$ cat config.mk
export PLATFORM = sky130hd
export DESIGN_NAME = sliding_window_median
export DESIGN_NICKNAME = d
export VERILOG_FILES = /design/src/hdl/smf_pkg.sv /design/src/hdl/sliding_window_median.sv /design/src/hdl/smf_cell.sv /design/src/hdl/smf_chain.sv
export SDC_FILE = /design/constraint.sdc
export NUM_CORES = 2
export LEC_CHECK = 0
export BUFFER_PORTS_ARGS = -buffer_cell sky130_fd_sc_hd__buf_2
export CORE_MARGIN = 4
export CORE_UTILIZATION = 34
export CTS_CLUSTER_DIAMETER = 200
export DETAILED_ROUTE_END_ITERATION = 10
export GPL_TIMING_DRIVEN = 0
export HOLD_SLACK_MARGIN = 0.03
export PLACE_DENSITY = 0.49
export RECOVER_POWER = 100
export SLEW_MARGIN = 5
export SYNTH_ARGS = -nofsm -noshare
export SYNTH_HDL_FRONTEND = slang
export SYNTH_SLANG_ARGS = --single-unit
$ cat constraint.sdc
create_clock -name i_clk -period 7.2 [get_ports i_clk]
set_input_delay 1.08 -clock i_clk [delete_from_list [all_inputs] [get_ports i_clk]]
set_output_delay 1.08 -clock i_clk [all_outputs]
set_load 0.1 [all_outputs]
$ cat src/hdl/smf_pkg.sv
// ----------------------------------------------------------------------------
// smf_pkg
// Shared constants and types of the sliding-window median filter.
// ----------------------------------------------------------------------------
package smf_pkg;

    localparam int WINDOW_MAX = 32;
    localparam int WIN_MIN    = 3;
    localparam int WIN_RESET  = 5;
    localparam int SAMPLE_W   = 16;
    localparam int RESULT_W   = SAMPLE_W + 1;
    localparam int CFG_W      = 6;
    localparam int IDX_W      = $clog2(WINDOW_MAX);
    localparam int CNT_W      = $clog2(WINDOW_MAX + 1);
    localparam int EXT_W      = CFG_W + CNT_W;
    localparam int APB_DW     = 32;
    localparam int APB_AW     = 3;

    // register index taken from paddr word bit
    localparam logic REG_WIN_LEN = 1'b0;

    typedef logic signed [SAMPLE_W-1:0] t_sample;
    typedef logic signed [RESULT_W-1:0] t_result;

    typedef struct packed {
        t_sample          value;
        logic [IDX_W-1:0] age;
        logic             gt;
        logic             del;
    } t_cell_out;

    typedef struct packed {
        t_sample          x;
        logic             ins;
        logic             full;
        logic [CNT_W-1:0] count;
        logic [IDX_W-1:0] size_m1;
    } t_chain_ctrl;

endpackage

$ cat src/hdl/sliding_window_median.sv
// ----------------------------------------------------------------------------
// sliding_window_median
// Running median over the last window-length valid samples, given as twice
// the median; an invalid sample repeats the previous result.
//
//  channel  | handshake                         | payload
//  ---------+-----------------------------------+------------------------------
//  input    | i_in_valid / o_in_ready           | i_sample, i_sample_valid
//  output   | o_out_valid / i_out_ready         | o_median_twice
//  config   | psel, penable, pwrite, pready     | paddr, pwdata, prdata
//
//  One transfer per cycle while the output is not stalled: the cell row sorts
//  on the accepting edge, the middle taps are added into the output register
//  when the pending item moves on to the output.
//  Synchronous active-low reset; the window length resets to 5, store empty.
//  A stalled output holds one result and one sorted item; input then waits.
// ----------------------------------------------------------------------------
module sliding_window_median import smf_pkg::*; (
    input  logic                i_clk,
    input  logic                i_rst_n,
    input  logic                i_in_valid,
    output logic                o_in_ready,
    input  logic [SAMPLE_W-1:0] i_sample,
    input  logic                i_sample_valid,
    output logic                o_out_valid,
    input  logic                i_out_ready,
    output logic [RESULT_W-1:0] o_median_twice,
    input  logic                psel,
    input  logic                penable,
    input  logic                pwrite,
    input  logic [APB_AW-1:0]   paddr,
    input  logic [APB_DW-1:0]   pwdata,
    output logic [APB_DW-1:0]   prdata,
    output logic                pready
);

    logic [CFG_W-1:0] r_win_len;
    logic [CNT_W-1:0] r_count;
    logic             r_pend;
    logic             r_pend_ok;
    logic             r_out_valid;
    t_result          r_out;
    t_result          r_last;

    logic [CNT_W-1:0] size;
    logic [EXT_W-1:0] ws_ext;
    logic             in_xfer;
    logic             move;
    logic             cfg_wr;
    t_chain_ctrl      ctrl;
    t_sample          tap_lo;
    t_sample          tap_hi;
    t_result          med_sum;
    t_result          n_result;

    always_comb begin
        ws_ext = EXT_W'(r_win_len);
        if (ws_ext < EXT_W'(WIN_MIN)) begin
            size = CNT_W'(WIN_MIN);
        end else if (ws_ext > EXT_W'(WINDOW_MAX)) begin
            size = CNT_W'(WINDOW_MAX);
        end else begin
            size = CNT_W'(r_win_len);
        end
    end

    assign move       = r_pend && (!r_out_valid || i_out_ready);
    assign o_in_ready = !r_pend || move;
    assign in_xfer    = i_in_valid && o_in_ready;
    assign cfg_wr     = psel && penable && pwrite && pready;

    assign ctrl.x       = i_sample;
    assign ctrl.ins     = in_xfer && i_sample_valid;
    assign ctrl.full    = (r_count == size);
    assign ctrl.count   = r_count;
    assign ctrl.size_m1 = IDX_W'(size - 1'b1);

    smf_chain u_chain (
        .i_clk   (i_clk),
        .i_rst_n (i_rst_n),
        .i_ctrl  (ctrl),
        .o_lo    (tap_lo),
        .o_hi    (tap_hi)
    );

    assign med_sum  = RESULT_W'(tap_lo) + RESULT_W'(tap_hi);
    assign n_result = r_pend_ok ? med_sum : r_last;

    always_ff @(posedge i_clk) begin
        if (!i_rst_n) begin
            r_win_len   <= CFG_W'(WIN_RESET);
            r_count     <= '0;
            r_pend      <= 1'b0;
            r_pend_ok   <= 1'b0;
            r_out_valid <= 1'b0;
            r_last      <= '0;
        end else begin
            if (cfg_wr && paddr[2] == REG_WIN_LEN) begin
                r_win_len <= pwdata[CFG_W-1:0];
                r_count   <= '0;
                r_last    <= '0;
            end else begin
                if (ctrl.ins && !ctrl.full) begin
                    r_count <= r_count + 1'b1;
                end
                if (move) begin
                    r_last <= n_result;
                end
            end
            if (in_xfer) begin
                r_pend    <= 1'b1;
                r_pend_ok <= i_sample_valid;
            end else if (move) begin
                r_pend <= 1'b0;
            end
            if (move) begin
                r_out_valid <= 1'b1;
            end else if (i_out_ready) begin
                r_out_valid <= 1'b0;
            end
        end
    end

    always_ff @(posedge i_clk) begin
        if (move) begin
            r_out <= n_result;
        end
    end

    assign o_out_valid    = r_out_valid;
    assign o_median_twice = r_out;
    assign prdata         = APB_DW'(r_win_len);
    assign pready         = 1'b1;

    a_count_bound : assert property (@(posedge i_clk) disable iff (!i_rst_n)
        r_count <= size)
        else $error("fill count beyond window");

    a_insert_fills : assert property (@(posedge i_clk) disable iff (!i_rst_n)
        ctrl.ins && !cfg_wr |=> r_count != '0)
        else $error("store empty after a valid sample");

    a_stall_cause : assert property (@(posedge i_clk) disable iff (!i_rst_n)
        !o_in_ready |-> r_pend && r_out_valid && !i_out_ready)
        else $error("input held off without a stalled result");

endmodule

$ cat src/hdl/smf_cell.sv
// ----------------------------------------------------------------------------
// smf_cell
// One place of the sorted chain: holds a sample and its age, and takes its
// next contents from itself, a neighbour or the incoming sample.
// ----------------------------------------------------------------------------
module smf_cell import smf_pkg::*; (
    input  logic             i_clk,
    input  logic [IDX_W-1:0] i_index,
    input  t_chain_ctrl      i_ctrl,
    input  logic [IDX_W-1:0] i_del_idx,
    input  t_cell_out        i_left,
    input  t_cell_out        i_right,
    output t_cell_out        o_cell
);

    t_sample          r_value;
    logic [IDX_W-1:0] r_age;
    t_sample          n_value;
    logic [IDX_W-1:0] n_age;

    logic             occ;
    logic             gt;
    logic             dl_me;
    logic             dl_left;
    t_sample          w_me_value;
    logic [IDX_W-1:0] w_me_age;
    logic             w_me_gt;
    t_sample          w_left_value;
    logic [IDX_W-1:0] w_left_age;
    logic             w_left_gt;

    always_comb begin
        occ     = CNT_W'(i_index) < i_ctrl.count;
        gt      = !occ || ($signed(r_value) > $signed(i_ctrl.x));
        dl_me   = i_ctrl.full && (i_index >= i_del_idx);
        dl_left = i_ctrl.full && (i_index > i_del_idx);

        // view after the oldest sample is dropped
        w_me_value   = dl_me ? i_right.value : r_value;
        w_me_age     = dl_me ? i_right.age   : r_age;
        w_me_gt      = dl_me ? i_right.gt    : gt;
        w_left_value = dl_left ? r_value : i_left.value;
        w_left_age   = dl_left ? r_age   : i_left.age;
        w_left_gt    = dl_left ? gt      : i_left.gt;

        if (!w_me_gt) begin
            n_value = w_me_value;
            n_age   = w_me_age + 1'b1;
        end else if (w_left_gt) begin
            n_value = w_left_value;
            n_age   = w_left_age + 1'b1;
        end else begin
            n_value = i_ctrl.x;
            n_age   = '0;
        end
    end

    always_ff @(posedge i_clk) begin
        if (i_ctrl.ins) begin
            r_value <= n_value;
            r_age   <= n_age;
        end
    end

    assign o_cell.value = r_value;
    assign o_cell.age   = r_age;
    assign o_cell.gt    = gt;
    assign o_cell.del   = occ && i_ctrl.full && (r_age == i_ctrl.size_m1);

endmodule

$ cat src/hdl/smf_chain.sv
// ----------------------------------------------------------------------------
// smf_chain
// Row of sorted cells with oldest-sample eviction and the two middle taps.
// ----------------------------------------------------------------------------
module smf_chain import smf_pkg::*; (
    input  logic        i_clk,
    input  logic        i_rst_n,
    input  t_chain_ctrl i_ctrl,
    output t_sample     o_lo,
    output t_sample     o_hi
);

    t_cell_out        cells [WINDOW_MAX];
    logic [WINDOW_MAX-1:0] del_vec;
    logic [IDX_W-1:0] del_idx;
    logic [CNT_W-1:0] lo_idx;
    logic [CNT_W-1:0] hi_idx;

    t_cell_out stub_left;
    t_cell_out stub_right;

    assign stub_left  = '{value: '0, age: '0, gt: 1'b0, del: 1'b0};
    assign stub_right = '{value: '0, age: '0, gt: 1'b1, del: 1'b0};

    for (genvar k = 0; k < WINDOW_MAX; k++) begin : g_cell
        t_cell_out left_nb;
        t_cell_out right_nb;
        if (k == 0) begin : g_first
            assign left_nb = stub_left;
        end else begin : g_mid_l
            assign left_nb = cells[k-1];
        end
        if (k == WINDOW_MAX - 1) begin : g_last
            assign right_nb = stub_right;
        end else begin : g_mid_r
            assign right_nb = cells[k+1];
        end
        smf_cell u_cell (
            .i_clk     (i_clk),
            .i_index   (IDX_W'(k)),
            .i_ctrl    (i_ctrl),
            .i_del_idx (del_idx),
            .i_left    (left_nb),
            .i_right   (right_nb),
            .o_cell    (cells[k])
        );
        assign del_vec[k] = cells[k].del;
    end

    always_comb begin
        del_idx = '0;
        for (int k = 0; k < WINDOW_MAX; k++) begin
            if (del_vec[k]) begin
                del_idx = del_idx | IDX_W'(k);
            end
        end
    end

    always_comb begin
        lo_idx = (i_ctrl.count - 1'b1) >> 1;
        hi_idx = i_ctrl.count >> 1;
        o_lo   = '0;
        o_hi   = '0;
        for (int k = 0; k < WINDOW_MAX; k++) begin
            if (lo_idx == CNT_W'(k)) begin
                o_lo = o_lo | cells[k].value;
            end
            if (hi_idx == CNT_W'(k)) begin
                o_hi = o_hi | cells[k].value;
            end
        end
    end

    a_del_onehot0 : assert property (@(posedge i_clk) disable iff (!i_rst_n)
        $onehot0(del_vec))
        else $error("more than one cell marked for eviction");

    a_del_when_full : assert property (@(posedge i_clk) disable iff (!i_rst_n)
        i_ctrl.ins && i_ctrl.full |-> $onehot(del_vec))
        else $error("full window insert without exactly one oldest cell");

    a_taps_ordered : assert property (@(posedge i_clk) disable iff (!i_rst_n)
        i_ctrl.count != '0 |-> $signed(o_lo) <= $signed(o_hi))
        else $error("middle taps out of order");

endmodule
==> flow_summary.yaml <==
run_status:
  status: "finished, violations left"
  violations: "max-capacitance violations, max-slew violations, negative setup slack"
cts:
  h-tree-depth: 3
  cts_made_buffers: 95
  ctsRootBufferMaster: "clkbuf_16"
  holdBufCountCts: 0
  cts_max_path_buffers: 3
  clk_pin_slew_ps: 60
  insertion_delay_ps: 810
  cts_tree: "yes"
  clock-sinks: 721
global_route:
  grt_pass1_vias: 64500
  grt_max_degree: 128
  gr-total-overflow: 0
  grt_pass1_wl_mm: 678
  grt_antenna_before_repair: 134
  grt_usage: 0.530
sta:
  fmax_mhz: 132
  worst_clock_skew_ps: 64.0
  hold_violations: 0
  slew_violations: 89
  post-route-min-period_ps: 7580
  setup-violations-final: 89
  tightest_slew_ps: 3080
  slew_headroom: -1.06
  rsz0062_at_grt: "yes"
  period_share: 1.05
  setup_slack_ps: -385
setup_path:
  cp_slowest_cell: "o21ai_1"
  cp.required_ps: 7570
  end_kind: "flop"
  start_kind: "input port"
  slowest_delay_ps: 1020
  cp_top_family: "compound AO/OA/AOI/OAI gates"
  cp.arrival_ps: 7960
  criticalPathCategory: "input port to flop"
  cp_max_fo: 17
  path_cells: "clkbuf_2 -> clkbuf_2 -> inv_4 -> clkbuf_4 -> ha_1 -> o21a_1 -> o21a_1 -> o21ai_0 -> nand2b_1 -> a221o_1 -> a21oi_1 -> o21ai_0 -> o21ai_1 -> nor2_1 -> a211oi_4"
  critPathBufInv: 4
floorplanning:
  rows: 159
  die_w_um: 442
  boundaryPins: 111
  initial_core_util: 0.342
  die_h_um: 442
  dieArea_um2: 196000
  core_um2: 188000
finish:
  final_nets: 7918
  mostFrequentLayoutCells: "edfxtp_1, nand2_1, ha_1, nor2_1, mux2i_1"
  instances_no_fill: 9960
  mostFrequentLayoutCell: "edfxtp_1"
  drive_gt1_frac: 0.156
  synthToLayoutAreaGrowth_pct: 17.6
drt:
  viasPerCell: 7.25
  drcViolationCount: 0
  post_drt_wl_per_cell_um: 54.5
  drt_iter0_drc: 12800
  wirelength_mm: 542
  vias: 72200
  drtAntennaViolNets: 0
  drtPass1Iterations: 7
yosys:
  synth_edf_count: 689
  ys_seq_area_frac: 0.332
  async_reset_ff_frac: 0
  syn_area_per_cell_um2: 9.27
  ys_types: 110
  syn_area_um2: 64200
  synth_cells: 6922
  yosysWarnings: 0
  synth_seq_cells: 721
  synthFlopType: "edfxtp_1"
place:
  dp_slack_ps: -3570
  hpwl_mm: 429
  dp_cells: 9582
  port_buffers: 40
  gp_congestion: 1.17
pwr:
  vdd_drop_max_uv: 181
  powerDensity_nw_per_um2: 187
  p_leak_nw: 30.1
run:
  cap_violations: 7
worst_hold_path:
  hold_path.class: "flop to flop"
## final timing paths
check | startpoint | end | slack [ps] | cells past startpoint
setup / recovery | i_sample[2] | u_chain.g_cell[31].u_cell.r_value[12] | -380 | 15
hold / removal | r_last[15] | r_last[15] | 460 | 2
setup reg to reg | o_out_valid | u_chain.g_cell[14].u_cell.r_value[8] | -170 | 8
hold reg to reg | r_last[15] | r_last[15] | 460 | 2
## synthesized netlist by cell type (all sizes together) (41+ instances only)
master | n | area [um^2]
buf | 191 | 1070
edfxtp | 689 | 20700
clkbuf | 330 | 1240
o21ai | 365 | 1850
a31oi | 132 | 838
inv | 128 | 480
nand2 | 679 | 2560
mux2 | 207 | 2370
a22oi | 319 | 2390
nor3 | 94 | 475
o22ai | 42 | 263
nor2 | 519 | 1960
nand3 | 275 | 1390
xor2 | 127 | 1110
ha | 596 | 7460
a221oi | 86 | 753
a21oi | 391 | 2000
mux2i | 452 | 4590
a22o | 86 | 753
xnor2 | 190 | 1670
nor4 | 43 | 288
nor2b | 84 | 526
nand2b | 53 | 332
nand4 | 190 | 1190
o211ai | 41 | 308
a21o | 102 | 766
o21a | 114 | 856
## flip-flops by register name, indices dropped and copies added (netlist names)
register,cells
u_chain.g_cell.u_cell.r_age,160
r_pend_ok,1
r_count,6
r_win_len,6
o_out_valid,1
u_chain.g_cell.u_cell.r_value,512
r_pend,1
o_median_twice,17
r_last,17
## worst register-to-register path, cell delays in order, from the launching register on
cell and delay [ps]:
dfxtp_1 330, nor2b_1 530, nand2_1 180, nand3_1 970
clkinvlp_2 2940, buf_16 1080, o21ai_0 590, a31oi_2 140
clkbuf_4 310
## what timing repair did
item                       4_1_cts  5_1_grt
setup endpoints to repair     1217      719
setup buffers                   46       44
resized for setup              333      137
pin swaps                       25       26
## where the power goes
| part | leakage (nW) | total (mW) | switching, mW | internal, mW |
|---|---|---|---|---|
| clock | 1.60 | 5.27 | 2.24 | 3.03 |
| combinational | 21.8 | 3.16 | 2.13 | 1.03 |
| sequential | 6.72 | 5.65 | 0.799 | 4.86 |
| total | 30.1 | 14.1 | 5.17 | 8.92 |
## per-stage QoR
stage          area [um^2]  power (mW)  hold WS (ps)  utilization  setup TNS (ps)
6_report             75400        14.1           463        0.402          -13140
5_1_grt              75200        14.2           480        0.401           -1560
4_1_cts              74700        13.8           459        0.398           -9.40
3_5_place_dp         69700        8.52           451        0.371        -2732080
3_3_place_gp         67600        8.39           441        0.360        -4308620
2_1_floorplan        64300        6.82           434            -               0
## metal layers
metal | wire, um | global-route usage | vias up
met5 | 543 | 0.00684 | -
met4 | 61400 | 0.483 | 32
met3 | 75400 | 0.264 | 2028
met2 | 210000 | 0.718 | 6733
met1 | 195000 | 0.605 | 36200
li1 | - | - | 27200
## kinds of logic (layout without fill, tap and decap cells)
group | count (synthesis) | after routing | synth area share
and+or+nand+nor | 2065 | 2065 | 0.151
AOI/OAI and AO/OA | 1889 | 1889 | 0.197
DFF | 721 | 721 | 0.332
muxes | 659 | 659 | 0.108
buffers and inverters | 651 | 1043 | 0.0436
adders and majority gates | 597 | 597 | 0.117
xor gates and xnor gates | 338 | 338 | 0.0508
other | 2 | 153 | 0.000117
## area by class of cell
| class | instances | area [um^2] |
|---|---|---|
| Clock buffer | 133 | 2710 |
| Inverter | 130 | 532 |
| Tap cell | 2495 | 3120 |
| Antenna cell | 126 | 315 |
| Timing Repair Buffer | 231 | 2550 |
| Sequential cell | 721 | 21300 |
| Fill cell | 18900 | 112000 |
| Buffer | 508 | 2620 |
| Multi-Input combinational cell | 5575 | 41700 |
| Clock inverter | 41 | 571 |
Note: power is estimated with default switching activity, not from simulation.
